**config.mk**
```make
export PLATFORM = sky130hd
export DESIGN_NAME = scan_code_to_ascii_buffer_top
export DESIGN_NICKNAME = d
export VERILOG_FILES = /design/src/hw/rtl/scta_pkg.sv /design/src/hw/rtl/scta_front.sv /design/src/hw/rtl/scta_queue.sv /design/src/hw/rtl/scta_back.sv /design/src/hw/rtl/scan_code_to_ascii_buffer_top.sv
export SDC_FILE = /design/constraint.sdc
export NUM_CORES = 1
export LEC_CHECK = 0
export BUFFER_PORTS_ARGS = -buffer_cell sky130_fd_sc_hd__buf_2
export CORE_ASPECT_RATIO = 1.1
export CORE_UTILIZATION = 40
export DETAILED_ROUTE_END_ITERATION = 6
export PLACE_DENSITY = 0.63
export RECOVER_POWER = 25
export SLEW_MARGIN = 20
export SYNTH_ARGS = -nofsm -noshare
export SYNTH_HDL_FRONTEND = slang
export SYNTH_SLANG_ARGS = --single-unit
```
**constraint.sdc**
```tcl
create_clock -name clk_i -period 2.4 [get_ports clk_i]
set_input_delay 0 -clock clk_i [delete_from_list [all_inputs] [get_ports clk_i]]
set_output_delay 0 -clock clk_i [all_outputs]
set_load 0.005 [all_outputs]
```
**src/hw/rtl/scta_pkg.sv**
```systemverilog
// Shared types, key codes and the set-1 key table for the scan code to ASCII buffer.
// No dependencies; every other file imports this package.
`default_nettype none

package scta_pkg;

  localparam int unsigned RingDepth = 16;

  localparam logic [7:0] KeyEsc    = 8'h01;
  localparam logic [7:0] KeyCtrl   = 8'h1D;
  localparam logic [7:0] KeyLShift = 8'h2A;
  localparam logic [7:0] KeyRShift = 8'h36;
  localparam logic [7:0] KeyAlt    = 8'h38;
  localparam logic [7:0] KeyCaps   = 8'h3A;
  localparam logic [7:0] BreakBit  = 8'h80;
  localparam logic [7:0] MapKeys   = 8'd59;

  localparam logic [6:0] CharLowA = 7'h61;
  localparam logic [6:0] CharLowZ = 7'h7A;
  localparam logic [6:0] CharLowS = 7'h73;

  typedef enum logic {
    OP_SCAN = 1'b0,
    OP_READ = 1'b1
  } op_e;

  typedef enum logic [1:0] {
    CMD_NONE,
    CMD_READ,
    CMD_STORE,
    CMD_SNAP
  } cmd_e;

  typedef struct packed {
    logic       opcode;
    logic [7:0] key_code;
  } in_t;

  typedef struct packed {
    logic [6:0] read_char;
    logic       read_valid;
    logic       char_stored;
    logic       snapshot_request;
  } out_t;

  typedef struct packed {
    cmd_e       kind;
    logic [6:0] ch;
  } cmd_t;

  typedef struct packed {
    logic full;
    logic empty;
  } qstat_t;

  // {plain, shifted} for make codes below MapKeys; zero means no character
  function automatic logic [13:0] key_map(input logic [5:0] code);
    logic [13:0] e;
    case (code)
      6'd2:    e = {7'h31, 7'h21};
      6'd3:    e = {7'h32, 7'h40};
      6'd4:    e = {7'h33, 7'h23};
      6'd5:    e = {7'h34, 7'h24};
      6'd6:    e = {7'h35, 7'h25};
      6'd7:    e = {7'h36, 7'h5E};
      6'd8:    e = {7'h37, 7'h26};
      6'd9:    e = {7'h38, 7'h2A};
      6'd10:   e = {7'h39, 7'h28};
      6'd11:   e = {7'h30, 7'h29};
      6'd12:   e = {7'h2D, 7'h5F};
      6'd13:   e = {7'h3D, 7'h2B};
      6'd14:   e = {7'h08, 7'h08};
      6'd15:   e = {7'h09, 7'h09};
      6'd16:   e = {7'h71, 7'h51};
      6'd17:   e = {7'h77, 7'h57};
      6'd18:   e = {7'h65, 7'h45};
      6'd19:   e = {7'h72, 7'h52};
      6'd20:   e = {7'h74, 7'h54};
      6'd21:   e = {7'h79, 7'h59};
      6'd22:   e = {7'h75, 7'h55};
      6'd23:   e = {7'h69, 7'h49};
      6'd24:   e = {7'h6F, 7'h4F};
      6'd25:   e = {7'h70, 7'h50};
      6'd26:   e = {7'h5B, 7'h7B};
      6'd27:   e = {7'h5D, 7'h7D};
      6'd28:   e = {7'h0A, 7'h0A};
      6'd30:   e = {7'h61, 7'h41};
      6'd31:   e = {7'h73, 7'h53};
      6'd32:   e = {7'h64, 7'h44};
      6'd33:   e = {7'h66, 7'h46};
      6'd34:   e = {7'h67, 7'h47};
      6'd35:   e = {7'h68, 7'h48};
      6'd36:   e = {7'h6A, 7'h4A};
      6'd37:   e = {7'h6B, 7'h4B};
      6'd38:   e = {7'h6C, 7'h4C};
      6'd39:   e = {7'h3B, 7'h3A};
      6'd40:   e = {7'h27, 7'h22};
      6'd41:   e = {7'h60, 7'h7E};
      6'd43:   e = {7'h5C, 7'h7C};
      6'd44:   e = {7'h7A, 7'h5A};
      6'd45:   e = {7'h78, 7'h58};
      6'd46:   e = {7'h63, 7'h43};
      6'd47:   e = {7'h76, 7'h56};
      6'd48:   e = {7'h62, 7'h42};
      6'd49:   e = {7'h6E, 7'h4E};
      6'd50:   e = {7'h6D, 7'h4D};
      6'd51:   e = {7'h2C, 7'h3C};
      6'd52:   e = {7'h2E, 7'h3E};
      6'd53:   e = {7'h2F, 7'h3F};
      6'd57:   e = {7'h20, 7'h20};
      default: e = 14'd0;
    endcase
    return e;
  endfunction

endpackage

`default_nettype wire

```
**src/hw/rtl/scta_front.sv**
```systemverilog
// Front end: accepts beats, tracks shift/caps/ctrl and turns each beat into a command.
// Depends on scta_pkg.
`default_nettype none

module scta_front (
  input  wire logic           clk_i,
  input  wire logic           rst_ni,
  input  wire logic           in_valid_i,
  input  wire scta_pkg::in_t  in_data_i,
  output logic                in_stall_o,
  input  wire scta_pkg::qstat_t qstat_i,
  output logic                push_o,
  output scta_pkg::cmd_t      cmd_o
);
  import scta_pkg::*;

  logic        shift_q, shift_d;
  logic        caps_q, caps_d;
  logic        ctrl_q, ctrl_d;
  logic [7:0]  code;
  logic        is_mod;
  logic        mapped;
  logic [13:0] entry;
  logic [6:0]  plain, shifted, ch;
  logic        col;

  assign in_stall_o = qstat_i.full;
  assign push_o     = in_valid_i && !qstat_i.full;
  assign code       = in_data_i.key_code;

  always_comb begin
    shift_d = shift_q;
    caps_d  = caps_q;
    ctrl_d  = ctrl_q;
    if (in_data_i.opcode == OP_SCAN) begin
      if (code == KeyLShift || code == KeyRShift) begin
        shift_d = 1'b1;
      end else if (code == (KeyLShift | BreakBit) || code == (KeyRShift | BreakBit)) begin
        shift_d = 1'b0;
      end else if (code == KeyCaps) begin
        caps_d = !caps_q;
      end else if (code == KeyCtrl) begin
        ctrl_d = 1'b1;
      end else if (code == (KeyCtrl | BreakBit)) begin
        ctrl_d = 1'b0;
      end
    end
  end

  assign is_mod = (code == KeyEsc) || (code == KeyCtrl) || (code == KeyLShift) ||
                  (code == KeyRShift) || (code == KeyAlt) || (code == KeyCaps);
  assign mapped = (code < MapKeys) && !is_mod;

  assign entry   = key_map(code[5:0]);
  assign plain   = entry[13:7];
  assign shifted = entry[6:0];
  // caps flips the column for letters only; modifier codes are kept out by mapped
  assign col     = (plain >= CharLowA && plain <= CharLowZ) ? (caps_q ^ shift_q) : shift_q;
  assign ch      = col ? shifted : plain;

  always_comb begin
    cmd_o.ch   = ch;
    cmd_o.kind = CMD_NONE;
    if (in_data_i.opcode == OP_READ) begin
      cmd_o.kind = CMD_READ;
    end else if (mapped) begin
      if (ctrl_q) begin
        if (ch == CharLowS) cmd_o.kind = CMD_SNAP;
      end else if (ch != 7'd0) begin
        cmd_o.kind = CMD_STORE;
      end
    end
  end

  always_ff @(posedge clk_i or negedge rst_ni) begin
    if (!rst_ni) begin
      shift_q <= 1'b0;
      caps_q  <= 1'b0;
      ctrl_q  <= 1'b0;
    end else if (push_o) begin
      shift_q <= shift_d;
      caps_q  <= caps_d;
      ctrl_q  <= ctrl_d;
    end
  end

endmodule

`default_nettype wire

```
**src/hw/rtl/scta_queue.sv**
```systemverilog
// Two-entry command queue between the front end and the ring back end.
// Depends on scta_pkg.
`default_nettype none

module scta_queue (
  input  wire logic             clk_i,
  input  wire logic             rst_ni,
  input  wire logic             push_i,
  input  wire scta_pkg::cmd_t   cmd_i,
  input  wire logic             pop_i,
  output scta_pkg::cmd_t        cmd_o,
  output scta_pkg::qstat_t      qstat_o
);
  import scta_pkg::*;

  cmd_t       slot_q [2];
  logic       wr_q, rd_q;
  logic [1:0] cnt_q;

  assign cmd_o         = slot_q[rd_q];
  assign qstat_o.full  = (cnt_q == 2'd2);
  assign qstat_o.empty = (cnt_q == 2'd0);

  always_ff @(posedge clk_i) begin
    if (push_i) slot_q[wr_q] <= cmd_i;
  end

  always_ff @(posedge clk_i or negedge rst_ni) begin
    if (!rst_ni) begin
      wr_q  <= 1'b0;
      rd_q  <= 1'b0;
      cnt_q <= 2'd0;
    end else begin
      if (push_i) wr_q <= !wr_q;
      if (pop_i)  rd_q <= !rd_q;
      case ({push_i, pop_i})
        2'b10:   cnt_q <= cnt_q + 2'd1;
        2'b01:   cnt_q <= cnt_q - 2'd1;
        default: cnt_q <= cnt_q;
      endcase
    end
  end

endmodule

`default_nettype wire

```
**src/hw/rtl/scta_back.sv**
```systemverilog
// Back end: executes commands against the character ring and holds the result register.
// Depends on scta_pkg.
`default_nettype none

module scta_back #(
  parameter int unsigned RING_DEPTH = scta_pkg::RingDepth
) (
  input  wire logic             clk_i,
  input  wire logic             rst_ni,
  input  wire logic             cmd_valid_i,
  input  wire scta_pkg::cmd_t   cmd_i,
  output logic                  pop_o,
  output logic                  out_valid_o,
  input  wire logic             out_stall_i,
  output scta_pkg::out_t        out_data_o
);
  import scta_pkg::*;

  localparam int unsigned PtrW = $clog2(RING_DEPTH);
  localparam logic [PtrW-1:0] PtrLast = PtrW'(RING_DEPTH - 1);

  logic [6:0]           ring_mem [RING_DEPTH];
  logic [RING_DEPTH-1:0] full_q;
  logic [PtrW-1:0]      wr_q, rd_q;
  logic                 out_valid_q;
  out_t                 out_q;
  logic                 is_read, is_store, hit;

  assign pop_o    = cmd_valid_i && (!out_valid_q || !out_stall_i);
  assign is_read  = (cmd_i.kind == CMD_READ);
  assign is_store = (cmd_i.kind == CMD_STORE);
  assign hit      = is_read && full_q[rd_q];

  assign out_valid_o = out_valid_q;
  assign out_data_o  = out_q;

  always_ff @(posedge clk_i) begin
    if (pop_o && is_store) ring_mem[wr_q] <= cmd_i.ch;
    if (pop_o) begin
      out_q.read_char        <= hit ? ring_mem[rd_q] : 7'd0;
      out_q.read_valid       <= hit;
      out_q.char_stored      <= is_store;
      out_q.snapshot_request <= (cmd_i.kind == CMD_SNAP);
    end
  end

  always_ff @(posedge clk_i or negedge rst_ni) begin
    if (!rst_ni) begin
      full_q      <= '0;
      wr_q        <= '0;
      rd_q        <= '0;
      out_valid_q <= 1'b0;
    end else begin
      if (pop_o) begin
        out_valid_q <= 1'b1;
      end else if (!out_stall_i) begin
        out_valid_q <= 1'b0;
      end
      // a store into a full ring overwrites; the read pointer stays put
      if (pop_o && is_store) begin
        full_q[wr_q] <= 1'b1;
        wr_q         <= (wr_q == PtrLast) ? '0 : wr_q + 1'b1;
      end
      if (pop_o && hit) begin
        full_q[rd_q] <= 1'b0;
        rd_q         <= (rd_q == PtrLast) ? '0 : rd_q + 1'b1;
      end
    end
  end

endmodule

`default_nettype wire

```
**src/hw/rtl/scan_code_to_ascii_buffer_top.sv**
```systemverilog
// Top level of the scan code to ASCII buffer: front end, command queue, ring back end.
// Depends on scta_pkg, scta_front, scta_queue, scta_back.
`default_nettype none

// Takes one beat per cycle while in_stall_o is low: a set-1 scan code
// (opcode 0) or a read of one buffered character (opcode 1), and returns
// exactly one result beat for each. Sustained rate is one beat per clock
// while out_stall_i is low. A beat is first written into the two-entry
// command queue, then the back end pops it and loads the output register
// that drives out_data_o. in_stall_o rises only when that queue is full, which
// happens only while out_stall_i holds results back. Shift, caps and ctrl
// state lives in the front end; the RING_DEPTH-entry character ring, its
// per-entry occupancy bits and both pointers live in the back end. Reset
// empties the ring at once, with no clearing pass.
module scan_code_to_ascii_buffer_top #(
  parameter int unsigned RING_DEPTH = scta_pkg::RingDepth
) (
  input  wire logic           clk_i,
  input  wire logic           rst_ni,
  input  wire logic           in_valid_i,
  output logic                in_stall_o,
  input  wire scta_pkg::in_t  in_data_i,
  output logic                out_valid_o,
  input  wire logic           out_stall_i,
  output scta_pkg::out_t      out_data_o
);
  import scta_pkg::*;

  logic   push, pop;
  cmd_t   push_cmd, pop_cmd;
  qstat_t qstat;

  scta_front u_front (
    .clk_i      (clk_i),
    .rst_ni     (rst_ni),
    .in_valid_i (in_valid_i),
    .in_data_i  (in_data_i),
    .in_stall_o (in_stall_o),
    .qstat_i    (qstat),
    .push_o     (push),
    .cmd_o      (push_cmd)
  );

  scta_queue u_queue (
    .clk_i   (clk_i),
    .rst_ni  (rst_ni),
    .push_i  (push),
    .cmd_i   (push_cmd),
    .pop_i   (pop),
    .cmd_o   (pop_cmd),
    .qstat_o (qstat)
  );

  scta_back #(
    .RING_DEPTH (RING_DEPTH)
  ) u_back (
    .clk_i       (clk_i),
    .rst_ni      (rst_ni),
    .cmd_valid_i (!qstat.empty),
    .cmd_i       (pop_cmd),
    .pop_o       (pop),
    .out_valid_o (out_valid_o),
    .out_stall_i (out_stall_i),
    .out_data_o  (out_data_o)
  );

  a_char_matches_valid: assert property (@(posedge clk_i) disable iff (!rst_ni)
    out_valid_o |-> (out_data_o.read_valid == (out_data_o.read_char != 7'd0)))
    else $error("read_char and read_valid disagree");

  a_one_kind: assert property (@(posedge clk_i) disable iff (!rst_ni)
    out_valid_o |-> !(out_data_o.read_valid && out_data_o.char_stored) &&
                    !(out_data_o.read_valid && out_data_o.snapshot_request) &&
                    !(out_data_o.char_stored && out_data_o.snapshot_request))
    else $error("result beat carries more than one kind");

  a_result_from_queue: assert property (@(posedge clk_i) disable iff (!rst_ni)
    $rose(out_valid_o) |-> $past(!qstat.empty))
    else $error("result produced with an empty command queue");

endmodule

`default_nettype wire

```
==> results.py <==
metrics = {
    "worst_setup_path": {
        "cp-start-kind": "primary input",
        "required_ps": 2560,
        "worst_ep_arrival_time_ps": 2610,
        "cp-startpoint": "in_data_i[1]",
        "path_cells": "buf_12, clkinv_8, ha_4, o21ai_2, a31oi_2, a221oi_2, nand3_1, a41oi_2, a21bo_4, xnor2_4, or3_4, a2111oi_4, a211oi_2",
        "crit_path_end": "u_queue.slot_q[1][8]",
        "cp_top_family": "compound AO/OA/AOI/OAI gates",
        "path_class": "in2reg",
        "max_stage_delay_ps": 370,
        "slowest_stage": "a2111oi_4",
        "rrSetupSlack_ps": 60,
        "cp-end-kind": "flop",
        "rr_endpoint": "u_back.out_data_o[5]",
        "critical_path_cell_count": 13,
        "cp_num_buf_inv": 2,
        "r2r-start": "u_back.rd_q[1]",
        "worstPathMaxFanout": 6,
        "reg2reg_depth": 4,
    },
    "route": {
        "routed_wl_microns": 21000,
        "vias_per_cell": 5.48,
        "dr.pass1.iters": 6,
        "wire_per_inst_microns": 19.7,
        "drcViolationCount": 0,
        "drtIter0Drc": 329,
        "ant_nets": 0,
        "vias": 5838,
    },
    "sta": {
        "timing_worst_slew_pin_value_ps": 1820,
        "drv_slew": 33,
        "setup_viol": 2,
        "tns_ps": -105,
        "period_needed_ps": 2450,
        "hold_viol_final": 0,
        "clock_skew_ps": 13.3,
        "rsz0062_at_grt": "true",
        "max_freq_ghz": 0.407,
        "max_slew_margin": -0.215,
        "setup_slack_ps": -54.3,
        "fin_crit_sh": 1.02,
    },
    "placement": {
        "dp_cells": 1012,
        "finalWeightedCongestion": 0.907,
        "portBuffers": 24,
        "dp_hpwl_microns": 14900,
    },
    "clock_network": {
        "clock_latency_ps": 430,
        "htreeDepth": 4,
        "cts_root_buf": "clkbuf_16",
        "cts_tree": "built",
        "clock-sinks": 172,
        "ctsLongestPathBuffers": 2,
        "clk_transition_reported_paths_ps": 60,
        "cts_made_buffers": 17,
    },
    "yosys": {
        "synth_area_leader_cell": "edfxtp_1",
        "seq_area_frac_synth": 0.587,
        "yosysUniqueCellTypes": 71,
        "yosysWarnings": 0,
        "synthArstFlopShare": 0.186,
        "synthTopCellsByArea": "edfxtp_1 49%, mux4_2 11%, dfrtp_1 9.4%",
        "ys_ff_latch": 172,
        "synth.top_cell.area_share": 0.493,
        "syn_nets": 650,
        "synth-edff-count": 140,
        "syn_area_sq_um": 8520,
        "synthFlopType": "edfxtp_1",
        "syn_area_per_cell_sq_um": 13.9,
        "netlist_instances": 615,
    },
    "global_route": {
        "antenna_found_initial": 0,
        "gr-usage-all-layers": 0.200,
        "globalRoute.totalOverflow": 0,
        "grt_max_degree": 33,
        "grt_pass1_vias": 6213,
        "grt_pass1_wl_microns": 32900,
    },
    "floorplan": {
        "die_h_microns": 155,
        "pin_count": 25,
        "rows": 55,
        "initial_core_util": 0.412,
        "die_x_microns": 141,
        "fp.dieArea_sq_um": 21900,
        "coreArea_sq_um": 20700,
    },
    "layout": {
        "nets": 803,
        "drive_gt1_frac": 0.365,
        "layoutNonFillerInstCount": 1066,
        "synthToLayoutAreaGrowth_pct": 28.1,
        "n_antenna_cell": 0,
    },
    "run_status": {
        "violations": "max-capacitance violations, max-slew violations, negative setup slack",
        "status": "finished, violations left",
    },
    "run": {
        "max_cap_viol_count": 1,
    },
    "power": {
        "p_per_area_nw_per_um2": 948,
        "power.leakage_nw": 4.08,
        "vdd_drop_max_uv": 556,
    },
    "worst_hold_path": {
        "hold_path_class": "in2reg",
    },
}
-- cells in the mapped netlist (all sizes together), types with 5 or more instances --
cell and n:
nor3 10, o22a 5, nand2 37, mux2i 7
nand3 14, edfxtp 140, clkbuf 20, dfrtp 32
and3 11, o31ai 5, o21ai 20, a31oi 10
a21oi 26, a211oi 5, o22ai 8, nor2b 12
nor2 46, buf 20, xnor2 11, ha 22
o32a 5, nand2b 11, mux4 40, mux2 12
inv 20
-- cell type report --
type                            instances  area, sq um
Tap cell                              285          357
Clock inverter                          7         75.1
Inverter                               20         98.8
Multi-Input combinational cell        383         3520
Timing Repair Buffer                  174         1340
Clock buffer                           25          528
Sequential cell                       172         5010
Fill cell                            1717         9790
-- worst min path at each step --
| stage | from | endpoint | slack [ps] | cells past startpoint |
|---|---|---|---|---|
| 2_1_floorplan | rst_ni | u_back.full_q[0] | -300 | 0 |
| 3_3_place_gp | rst_ni | u_back.out_valid_o | 100 | 1 |
| 3_5_place_dp | rst_ni | u_back.full_q[9] | 120 | 1 |
| 4_1_cts | in_valid_i | u_queue.wr_q | 70 | 3 |
| 5_1_grt | in_data_i[3] | u_front.caps_q | 220 | 5 |
| 6_report | in_valid_i | u_queue.wr_q | 170 | 3 |
-- repair_timing --
action                     CTS  global route
resized for setup           51            20
setup endpoints to repair   17             4
setup buffers                9             8
hold buffers                 7             0
pin swaps                   19            23
hold endpoints to repair    38             0
-- layout by cell type, fill, tap and decap left out, types with 12 or more instances in the layout --
master / count
o21ai_0: 13
nor2_1: 45
buf_4: 134
ha_1: 12
nand3_1: 14
dfrtp_1: 31
inv_1: 16
clkbuf_1: 13
edfxtp_1: 140
nand2_1: 37
clkbuf_16: 19
mux4_2: 40
a21oi_1: 24
-- registers in the layout (all words and copies together) (netlist names) --
name and count:
u_back.wr_q 4, u_back.full_q 16, u_back.out_data_o 10, u_queue.slot_q 18
u_back.ring_mem 112, u_queue.cnt_q 2, u_back.out_valid_o 1, u_front.shift_q 1
u_queue.rd_q 1, u_queue.wr_q 1, u_back.rd_q 4, u_front.ctrl_q 1
u_front.caps_q 1
-- kinds of logic (layout without fill, tap and decap cells) --
logic type      Yosys count  in the layout  synth area share
simple gates            173            173             0.106
flops                   172            172             0.587
compound gates          117            117            0.0980
buf+inv                  60            226            0.0327
mux                      59             59             0.130
fa+ha+maj                22             22            0.0323
xor+xnor                 12             12            0.0145
-- stage by stage --
stage	area, sq um	util	total power, mW	setup WS, ps	hold slack, ps
3_5_place_dp	9830	0.475	7.57	-783	116
4_1_cts	10800	0.520	10.4	-40.3	68.0
5_1_grt	10900	0.527	10.8	-135	220
2_1_floorplan	8640	-	6.40	-493	-296
6_report	10900	0.527	10.4	-54.3	171
3_3_place_gp	9830	0.475	7.42	-692	101
-- power breakdown --
part	leakage, nW	internal [mW]	total (mW)	switching, mW
clock network	0.295	1.64	2.72	1.08
registers	1.68	3.96	4.23	0.270
logic	2.10	1.63	3.40	1.77
total	4.08	7.24	10.4	3.12
-- metal layers --
metal  vias up  routed length [microns]  global-route usage
met5         -                        0                   0
met3        36                      762              0.0289
met1      2930                     8010               0.221
met2       182                    11500               0.374
li1       2690                        -                   -
met4         0                      686              0.0958
-- tightest hold or removal path: stages --
cell     delay [ps]
buf_2           100
o21ai_0         340
xnor2_1         120
No activity file was read; power rests on OpenSTA's default activity.
